File: config.mk
export PLATFORM = sky130hd
export DESIGN_NAME = header_framed_packet_receiver
export DESIGN_NICKNAME = d
export VERILOG_FILES = /design/src/design/hfpr_pkg.sv /design/src/design/hfpr_decoder.sv /design/src/design/hfpr_emitter.sv /design/src/design/header_framed_packet_receiver.sv
export SDC_FILE = /design/constraint.sdc
export NUM_CORES = 1
export LEC_CHECK = 0
export BUFFER_PORTS_ARGS = -buffer_cell sky130_fd_sc_hd__buf_2
export CELL_PAD_IN_SITES_DETAIL_PLACEMENT = 1
export CELL_PAD_IN_SITES_GLOBAL_PLACEMENT = 1
export CORE_MARGIN = 4
export CORE_UTILIZATION = 35
export DETAILED_ROUTE_END_ITERATION = 7
export MAX_ROUTING_LAYER = met4
export PLACE_DENSITY_LB_ADDON = 0.3
export SYNTH_ARGS = -nofsm -noshare
export SYNTH_HDL_FRONTEND = slang
export SYNTH_SLANG_ARGS = --single-unit
File: constraint.sdc
create_clock -name clock -period 3.3 [get_ports clock]
set_clock_uncertainty 0.15 [all_clocks]
set_input_delay 0.66 -clock clock [delete_from_list [all_inputs] [get_ports clock]]
set_output_delay 0.66 -clock clock [all_outputs]
set_load 0.02 [all_outputs]
File: src/design/hfpr_pkg.sv
// ----------------------------------------------------------------------------
// Header-framed packet receiver package
// Transaction types, result kinds and header byte codes shared by the block.
// ----------------------------------------------------------------------------
package hfpr_pkg;

   // Input operation codes
   localparam logic OP_BYTE    = 1'b0;
   localparam logic OP_RELEASE = 1'b1;

   // Result kinds
   localparam logic [1:0] KIND_TX    = 2'd0;
   localparam logic [1:0] KIND_FRAME = 2'd1;
   localparam logic [1:0] KIND_ALIVE = 2'd2;

   // Header and type bytes
   localparam logic [7:0] HDR_FIRST      = 8'h4E;
   localparam logic [7:0] HDR_SECOND     = 8'h52;
   localparam logic [7:0] TYPE_HEARTBEAT = 8'h00;
   localparam logic [7:0] TYPE_FRAME     = 8'h01;

   // Header match progress
   localparam logic [1:0] HDR_IDLE = 2'd0;
   localparam logic [1:0] HDR_GOT1 = 2'd1;
   localparam logic [1:0] HDR_GOT2 = 2'd2;

   // Heartbeat reply positions
   localparam logic [1:0] HB_STEP_FIRST  = 2'd0;
   localparam logic [1:0] HB_STEP_SECOND = 2'd1;
   localparam logic [1:0] HB_STEP_LAST   = 2'd2;

   typedef struct packed {
      logic       op;
      logic [7:0] rx_byte;
   } req_type;

   typedef struct packed {
      logic [1:0] kind;
      logic [7:0] value;
      logic [7:0] index;
      logic       alive;
      logic       frame_done;
      logic       last;
   } rsp_type;

   // Result group produced by one transaction, handed to the emitter
   typedef struct packed {
      logic       valid;
      logic       heartbeat;
      logic [1:0] kind;
      logic [7:0] value;
      logic [7:0] index;
      logic       alive;
      logic       frame_done;
   } burst_type;

endpackage

File: src/design/hfpr_decoder.sv
// ----------------------------------------------------------------------------
// Header-framed packet receiver decoder
// Holds the header and frame state and turns one transaction into a burst.
// ----------------------------------------------------------------------------
module hfpr_decoder (
   input  logic               clock,
   input  logic               reset,
   input  logic               take,
   input  hfpr_pkg::req_type   item,
   output hfpr_pkg::burst_type burst
);
   import hfpr_pkg::*;

   logic [1:0] header_count_ff, header_count_in;
   logic       in_frame_ff, in_frame_in;
   logic       frame_ready_ff, frame_ready_in;
   logic [7:0] write_index_ff, write_index_in;
   logic [7:0] frame_length_ff, frame_length_in;
   logic [7:0] cur_length;

   // Decode the transaction against the current state
   always_comb begin
      header_count_in = header_count_ff;
      in_frame_in     = in_frame_ff;
      frame_ready_in  = frame_ready_ff;
      write_index_in  = write_index_ff;
      frame_length_in = frame_length_ff;
      burst           = '0;
      cur_length      = (write_index_ff == 8'd0) ? item.rx_byte : frame_length_ff;

      priority if (item.op == OP_RELEASE) begin
         frame_ready_in = 1'b0;
      end else if (frame_ready_ff) begin
         // drop bytes while a completed frame is pending
      end else if (in_frame_ff) begin
         frame_length_in  = cur_length;
         write_index_in   = write_index_ff + 8'd1;
         burst.valid      = 1'b1;
         burst.kind       = KIND_FRAME;
         burst.value      = item.rx_byte;
         burst.index      = write_index_ff;
         if (write_index_ff != 8'd0 && write_index_ff == cur_length) begin
            burst.frame_done = 1'b1;
            in_frame_in      = 1'b0;
            frame_ready_in   = 1'b1;
         end
      end else if (header_count_ff == HDR_IDLE && item.rx_byte == HDR_FIRST) begin
         header_count_in = HDR_GOT1;
      end else if (header_count_ff == HDR_GOT1 && item.rx_byte == HDR_SECOND) begin
         header_count_in = HDR_GOT2;
      end else if (header_count_ff == HDR_GOT2) begin
         header_count_in = HDR_IDLE;
         burst.valid     = 1'b1;
         burst.alive     = 1'b1;
         if (item.rx_byte == TYPE_HEARTBEAT) begin
            burst.heartbeat = 1'b1;
            burst.kind      = KIND_TX;
         end else begin
            burst.kind  = KIND_ALIVE;
            burst.value = item.rx_byte;
            if (item.rx_byte == TYPE_FRAME) begin
               write_index_in = 8'd0;
               in_frame_in    = 1'b1;
            end
         end
      end else begin
         header_count_in = HDR_IDLE;
      end
   end

   // Advance state on each taken transaction
   always_ff @(posedge clock) begin
      if (reset) begin
         header_count_ff <= HDR_IDLE;
         in_frame_ff     <= 1'b0;
         frame_ready_ff  <= 1'b0;
         write_index_ff  <= 8'd0;
         frame_length_ff <= 8'd0;
      end else if (take) begin
         header_count_ff <= header_count_in;
         in_frame_ff     <= in_frame_in;
         frame_ready_ff  <= frame_ready_in;
         write_index_ff  <= write_index_in;
         frame_length_ff <= frame_length_in;
      end
   end

endmodule

File: src/design/hfpr_emitter.sv
// ----------------------------------------------------------------------------
// Header-framed packet receiver emitter
// Registers one burst and presents its results one per cycle while rsp_ready is high.
// ----------------------------------------------------------------------------
module hfpr_emitter (
   input  logic               clock,
   input  logic               reset,
   input  hfpr_pkg::burst_type load,
   output logic               load_ready,
   output logic               rsp_valid,
   input  logic               rsp_ready,
   output hfpr_pkg::rsp_type   rsp_data
);
   import hfpr_pkg::*;

   logic      valid_ff;
   burst_type burst_ff;
   logic [1:0] step_ff;
   logic      is_last;

   assign is_last    = !burst_ff.heartbeat || (step_ff == HB_STEP_LAST);
   assign load_ready = !valid_ff || (rsp_ready && is_last);
   assign rsp_valid  = valid_ff;

   // Build the current result from the held burst
   always_comb begin
      rsp_data            = '0;
      rsp_data.kind       = burst_ff.kind;
      rsp_data.index      = burst_ff.index;
      rsp_data.alive      = burst_ff.alive;
      rsp_data.frame_done = burst_ff.frame_done;
      rsp_data.last       = is_last;
      if (burst_ff.heartbeat) begin
         unique case (step_ff)
            HB_STEP_FIRST:  rsp_data.value = HDR_FIRST;
            HB_STEP_SECOND: rsp_data.value = HDR_SECOND;
            default:        rsp_data.value = TYPE_HEARTBEAT;
         endcase
      end else begin
         rsp_data.value = burst_ff.value;
      end
   end

   // Hold the burst control until its final result goes out
   always_ff @(posedge clock) begin
      if (reset) begin
         valid_ff <= 1'b0;
         step_ff  <= HB_STEP_FIRST;
      end else if (load_ready) begin
         valid_ff <= load.valid;
         step_ff  <= HB_STEP_FIRST;
      end else if (rsp_ready) begin
         step_ff <= step_ff + 2'd1;
      end
   end

   // Capture burst payload
   always_ff @(posedge clock) begin
      if (load_ready) begin
         burst_ff <= load;
      end
   end

endmodule

File: src/design/header_framed_packet_receiver.sv
// ----------------------------------------------------------------------------
// Header-framed packet receiver
// Hunts for the 'N','R' header on a byte stream and reports frames/heartbeats.
// ----------------------------------------------------------------------------
// Usage:
//   req_* carries one transaction per handshake: a received byte (op 0) or a
//   release of a completed frame (op 1). rsp_* returns result transactions:
//   heartbeat reply bytes, frame bytes with their index, or a link-alive event;
//   rsp_data.last marks the final result of one request.
//   A request is accepted into the input register; its first result is then
//   registered in the result register and presented on rsp_*, and a stalled
//   result register holds the request in the input register meanwhile.
//   Requests are taken one per cycle while each causes at most one result and
//   rsp_ready is high; a heartbeat reply holds the single result register
//   until its three bytes are out, one byte per cycle while rsp_ready is high.
//   req_ready comes from a two-entry input register and does not depend on
//   rsp_ready combinationally; a stalled receiver fills both entries and then
//   drops req_ready, with no transaction lost.
//   Reset clears the header, frame and pending state and empties all stages;
//   bytes are ignored while a completed frame waits for a release request.
// ----------------------------------------------------------------------------
module header_framed_packet_receiver (
   input  logic             clock,
   input  logic             reset,
   input  logic             req_valid,
   output logic             req_ready,
   input  hfpr_pkg::req_type req_data,
   output logic             rsp_valid,
   input  logic             rsp_ready,
   output hfpr_pkg::rsp_type rsp_data
);
   import hfpr_pkg::*;

   logic      main_valid_ff;
   req_type   main_ff;
   logic      skid_valid_ff;
   req_type   skid_ff;
   logic      accept;
   logic      take;
   logic      main_free;
   logic      emit_ready;
   burst_type burst;
   burst_type load;

   assign req_ready = !skid_valid_ff;
   assign accept    = req_valid && req_ready;
   assign take      = main_valid_ff && emit_ready;
   assign main_free = !main_valid_ff || take;

   // Gate the burst so idle cycles load nothing
   always_comb begin
      load       = burst;
      load.valid = burst.valid && take;
   end

   // Advance the input register and its skid entry
   always_ff @(posedge clock) begin
      if (reset) begin
         main_valid_ff <= 1'b0;
         skid_valid_ff <= 1'b0;
      end else begin
         if (main_free) begin
            main_valid_ff <= skid_valid_ff || accept;
         end
         if (skid_valid_ff && main_free) begin
            skid_valid_ff <= 1'b0;
         end else if (accept && !main_free) begin
            skid_valid_ff <= 1'b1;
         end
      end
   end

   // Move payloads
   always_ff @(posedge clock) begin
      if (main_free) begin
         main_ff <= skid_valid_ff ? skid_ff : req_data;
      end
      if (accept && !main_free) begin
         skid_ff <= req_data;
      end
   end

   hfpr_decoder u_decoder (
      .clock (clock),
      .reset (reset),
      .take  (take),
      .item  (main_ff),
      .burst (burst)
   );

   hfpr_emitter u_emitter (
      .clock      (clock),
      .reset      (reset),
      .load       (load),
      .load_ready (emit_ready),
      .rsp_valid  (rsp_valid),
      .rsp_ready  (rsp_ready),
      .rsp_data   (rsp_data)
   );

endmodule

# == After elaboration in Yosys (flattened, before gate mapping) ==
# Cells that the tools add are included.
# classes
add_sub_neg,2
multipliers,0
div,0
order_cmp,0
n_eq_ne,11
shifts,0
muxes,39
bitwise_logic,4
reduce_logical,35
# ops
operator,n
8-bit two-way mux,10
22-bit two-way mux,2
12-bit two-way mux,3
1-bit two-way mux,18
"8-bit by 7-bit == test with 1-bit output, second input constant",2
8-bit logical NOT,2
7-bit case mux with 2 select lines,1
10-bit two-way mux,1
1-bit logical AND,9
9-bit two-way mux,1
"8-bit by 1-bit adder with 8-bit output, second input constant",1
"8-bit by 1-bit == test with 1-bit output, second input constant",1
8-bit == test,1
4-bit AND reduction,2
8-bit AND reduction,1
8-bit nonzero test,1
2-bit two-way mux,3
"2-bit by 1-bit inequality test with 1-bit output, second input constant",3
2-bit OR reduction,3
6-bit OR reduction,1
1-bit logical NOT,5
5-bit OR reduction,1
"2-bit by 1-bit == test with 1-bit output, second input constant",2
"2-bit == test, second input constant",2
7 further kinds,15
# word_totals
reg_bits,64
latchBits,0
mem_bits_rw,0
mem_bits_ro,0
input_bits,13
out_inout_bits,23
memories,0

# == Depth between registers and ports, before layout ==
# depth
depth_word,9
depth_mapped,8
mapped_depth_nobuf,7

# == By module ==
# Synthesis repeated with hierarchy kept, for this count alone.
# unflattened
hier_cells,260
area_unflattened_um2,3098.0
# by_module_without_submodules
module,instances,cells_each,area_per_inst_um2,seq_area_each_um2
hfpr_decoder,1,153,1306.3,400.4
hfpr_emitter,1,69,1026.0,690.7
header_framed_packet_receiver,1,38,765.7,580.6

# == Least setup slack after synthesis ==
# OpenSTA, ideal clock, no wires.
# synth_path
kind,register to register
startpoint,register u_emitter.step_ff[0]
endpoint,register skid_ff[0] in the netlist's numbering (enable)
setup_time_ns,0.389
arrival_time_ns,1.944
t_required_ns,2.761
path_slack_ns,0.817
path_stages_with_launch,6
n_path_buf,0
synth_period_minus_slack_ns,2.483
path_cell_list,dfxtp_1 -> inv_1 -> ha_1 -> nor2b_1 -> o211ai_1 -> nor3b_1
# synth_between
elab_chain_len,8
# synth_lines
element,line,text
start: declaration,hfpr_emitter.sv:18,logic [1:0] step_ff;
start signal: assignment,hfpr_emitter.sv:53,step_ff <= step_ff + 2'd1;
2-bit == test,hfpr_emitter.sv:21,assign is_last = !burst_ff.heartbeat || (step_ff == HB_STEP_LAST);
1-bit logical OR,hfpr_emitter.sv:21,
1-bit logical AND,hfpr_emitter.sv:22,assign load_ready = !valid_ff || (rsp_ready && is_last);
1-bit logical OR,hfpr_emitter.sv:22,
1-bit logical AND,header_framed_packet_receiver.sv:47,assign take = main_valid_ff && emit_ready;
1-bit logical OR,header_framed_packet_receiver.sv:48,assign main_free = !main_valid_ff || take;
via main_free,header_framed_packet_receiver.sv:40,logic main_free;
1-bit logical NOT,header_framed_packet_receiver.sv:78,if (accept && !main_free) begin
1-bit logical AND,header_framed_packet_receiver.sv:78,
end signal: assignment,header_framed_packet_receiver.sv:79,skid_ff <= req_data;
end: declaration,header_framed_packet_receiver.sv:37,req_type skid_ff;
# The timed path passes the listed nets, and every way through them passes these cells.
# A chain may end at the register's enable or synchronous reset.

# == Worst setup path after layout ==
# layout_path
startpoint,register u_emitter.burst_ff[20] in the netlist's numbering
endpoint,register u_decoder.write_index_ff[4]
# layout_between
elab_chain_len,6
# layout_lines
element,line,text
start: declaration,hfpr_emitter.sv:17,burst_type burst_ff;
start signal: assignment,hfpr_emitter.sv:60,burst_ff <= load;
1-bit logical NOT,hfpr_emitter.sv:21,
1-bit logical OR,hfpr_emitter.sv:21,
1-bit logical AND,hfpr_emitter.sv:22,
1-bit logical OR,hfpr_emitter.sv:22,
1-bit logical AND,header_framed_packet_receiver.sv:47,
8-bit AND reduction (no line),n/a,
end signal: assignment,hfpr_decoder.sv:83,write_index_ff <= write_index_in;
end: declaration,hfpr_decoder.sv:17,"logic [7:0] write_index_ff, write_index_in;"
# No other way between the ends.

==> impl.org <==
** Floorplan
- Count of pins on the block boundary :: 36
- Overall die area :: 9970 um^2
- From bottom edge to top edge, the die measures 99.8 um.
- Once the floorplan was initialized, standard cells occupied 35.9% of the core.
- Width of the die :: 99.8 um
- # rows :: 33
- Area of the core :: 8220 um^2

** Global route
- Number of antenna violations at the first check in global routing :: 0
- Total track usage :: 13.4%
- The total overflow left after global routing is 0.
- Vias in the first global route :: 1992
- Maximum number of pins on one net before global-route repair :: 26
- The first global-routing pass estimated 10100 um of wire.

** Setup path
- The number of buffers and inverters on the critical path is 0.
- In this run the critical register-to-register path is launched from u_emitter.burst_ff[20].
- In this run the register-to-register setup slack is 0.94 ns.
- Data arrival time of the critical path :: 2.48 ns
- Worst setup SP type :: register
- On the worst path, the slowest cell contributes a delay of 0.57 ns.
- STA classifies the critical path endpoint as a register.
- CP Launch Point :: u_emitter.burst_ff[20]
- CP required :: 3.41 ns
- Broken down by cell family, the worst path's largest delay share belongs to simple AND/OR/NAND/NOR gates.
- For this design, the slowest cell found on the critical path is or4_1.
- Series of cell instances along the critical path :: nor2b_1 -> o21ai_2 -> nand2_1 -> or4_1 -> a21oi_1
- Of all nets on the critical path, the largest fanout is 11.
- The setup path with the least slack is of type reg -> reg.

** Power and ir drop
- Reported leakage power :: 1.34 nW
- VDD sags by at most 0.201 mV.
- Pwr Density :: 470 nW/um^2

** CTS
- Counting along the longest clock path gives a buffer depth of 2.
- After clock tree synthesis, the repair step resized 0 gates.
- Clock buffer count from CTS :: 9
- The tree is rooted in a clkbuf_8.
- After clock tree synthesis, the flow added hold-fix buffers numbering 0.
- Deepest level of the CTS H-tree :: 3
- After clock tree synthesis, the setup repair step added 0 buffers.
- Clock Sink Count :: 64
- Clock slew at the register clock pins of the worst setup and hold paths :: 0.08 ns
- TritonCTS built the clock tree.
- Clock latency reported for the late side of the worst-skew pair :: 0.34 ns

** Timing
- Unrepaired setup endpoints after global routing :: no
- Number of pins with negative max-slew slack in the final report :: 0
- The worst path uses 71.6% of the clock period.
- Number of failing setup endpoints in the final timing report :: 0
- Peak Freq :: 423 MHz
- Post-layout min period :: 2.36 ns
- The count of final hold-check violations came to 0.
- Slew of the pin with the lowest slew margin :: 0.759 ns
- In this run the tightest slew margin relative to its limit is 49.0%.
- Setup total negative slack on the finished layout was measured at 0 ns.

** Final layout
- Excluding fillers, the count of instances in the completed layout stands at 388.
- From synthesis to final layout, the design area changed by 13.2%.
- The post-route netlist has 26.1% of its cells at a drive strength greater than 1.
- Most frequent standard cell in the layout excluding fill and tap cells :: edfxtp_1
- ANT cells :: 0
- Number of fill cells :: 916
- The top cell types in the final layout, fill and taps aside, are 39 x edfxtp_1, 35 x buf_2, 25 x dfxtp_1.
- NumNets Final :: 296

** Hold path
- The tightest min-delay check is of the in -> reg type.
- Startpoint of the worst hold path :: req_data[8]

** Synthesis
- Proportion of synthesized flip-flops having asynchronous set or reset :: 0%
- EDFF count, synth :: 39
- Synthesis instantiated 45 different standard cells from the library.
- After synthesis, flip-flops and latches occupy 56.6% of the total area.
- The number of nets handed over by synthesis was 270.
- Synthesized area :: 2950 um^2
- Count of synthesis-stage warnings from yosys :: 0
- Main flop type after synthesis :: edfxtp_1
- Flop and latch count out of synthesis :: 64
- Dividing the synthesized area by the synthesized cell count gives 11.7 um^2.
- The cell count after synthesis came out at 252.

** Routing
- Remaining design rule violation count :: 0
- The first detailed-routing pass ran for 4 iterations.
- Average wire per cell in the routed design :: 15.7 um
- After detailed routing, the number of vias per cell comes to 4.96.
- Iter 0 DRT Violations :: 132
- Number of antenna-violating nets in the routed design :: 0
- Overall via count from detail_route :: 1926
- Total wire length :: 6080 um

** Placed design
- The wire-length estimate of the detail-placed layout is 4330 um.
- In this run the tool buffered the top-level ports with 35 buffer cells.
- The number of placed instances, taps included, is 372.
- Routability Congestion :: 0.787

** Status
- Result of the run :: finished, final reports clean

** Job
- Max cap viols :: 0
Yosys cell counts, types with 3 or more instances:
cell / n / share of area (%)
nor2b_1: 4 / 0.85
inv_1: 9 / 1.1
mux2_2: 10 / 3.8
nor2_1: 23 / 2.9
ha_1: 5 / 2.1
nand4_1: 4 / 0.85
nand2_1: 4 / 0.51
mux2i_1: 9 / 3.1
dfxtp_1: 25 / 17
or4_1: 6 / 1.5
nand3_1: 8 / 1.4
o2111ai_1: 3 / 0.89
and3_1: 8 / 1.7
xnor2_1: 8 / 2.4
o31ai_1: 3 / 0.76
buf_2: 4 / 0.68
edfxtp_1: 39 / 40
a21oi_1: 10 / 1.7
xor2_1: 3 / 0.89
buf_4: 13 / 3.3
and2_1: 12 / 2.5
nor3_1: 6 / 1.0
o21ai_0: 5 / 0.85
clkbuf_1: 5 / 0.64
worst paths after layout:
check	to	depth (start not counted)
worst min register to register	u_decoder.frame_length_ff[4]	2
worst max register to register	u_decoder.write_index_ff[4]	5
worst max-delay path	u_decoder.write_index_ff[4]	5
worst min-delay path	skid_ff[8]	1
state kept, by name, indices dropped and copies added, names as in the netlist:
name	cells
u_decoder.frame_ready_ff	1
u_decoder.header_count_ff	2
u_decoder.in_frame_ff	1
u_decoder.write_index_ff	8
u_emitter.burst_ff	9
u_emitter.rsp_data	12
main_valid_ff	1
u_decoder.frame_length_ff	8
u_emitter.step_ff	2
skid_valid_ff	1
skid_ff	9
u_emitter.rsp_valid	1
main_ff	9
per-stage QoR:
stage          instance area, um^2  hold slack (ns)  total power, mW  setup slack (ns)  util (%)
4_1_cts                       3340            0.335             1.59             0.908      40.7
3_3_place_gp                  3140            0.338            0.910             0.909      38.2
5_1_grt                       3340            0.328             1.64             0.715      40.7
3_5_place_dp                  3140            0.365            0.911             0.844      38.2
2_1_floorplan                 2950            0.313            0.892             0.817         -
6_report                      3340            0.351             1.57             0.936      40.7
metal layers:
metal  GRT usage (%)  part of all wire [%]
met5               -                     0
met4            4.73                   1.1
met1            17.0                    47
met3            3.54                   3.0
met2            20.9                    49
logic make-up (layout without fill, tap and decap cells):
kind of cell | Yosys count | in the layout | share of synthesized area (%)
multiplexers | 19 | 19 | 6.87
AND/OR/NAND/NOR | 90 | 90 | 18.5
flip-flops | 64 | 64 | 56.6
XOR/XNOR | 11 | 11 | 3.26
adder cells (fa/ha/maj) | 5 | 5 | 2.12
AO/OA/AOI/OAI | 29 | 29 | 6.19
buffers and inverters | 34 | 65 | 6.40
power breakdown:
part / total, mW / leakage (nW) / internal [mW] / switching, mW
combinational: 0.0325 / 0.602 / 0.0140 / 0.0186
sequential: 0.860 / 0.637 / 0.848 / 0.0120
clock: 0.680 / 0.101 / 0.356 / 0.324
cell type report:
cell class | count | area (um^2) | area share (%)
sequential | 64 | 1670 | 50.0
multi-input combinational | 154 | 1090 | 32.8
timing repair buffer | 39 | 205 | 6.14
tap | 105 | 131 | 3.93
clock buffer | 9 | 124 | 3.71
clock inverter | 7 | 77.6 | 2.32
inverter | 10 | 37.5 | 1.12
Note: power is estimated with default switching activity, not from simulation.
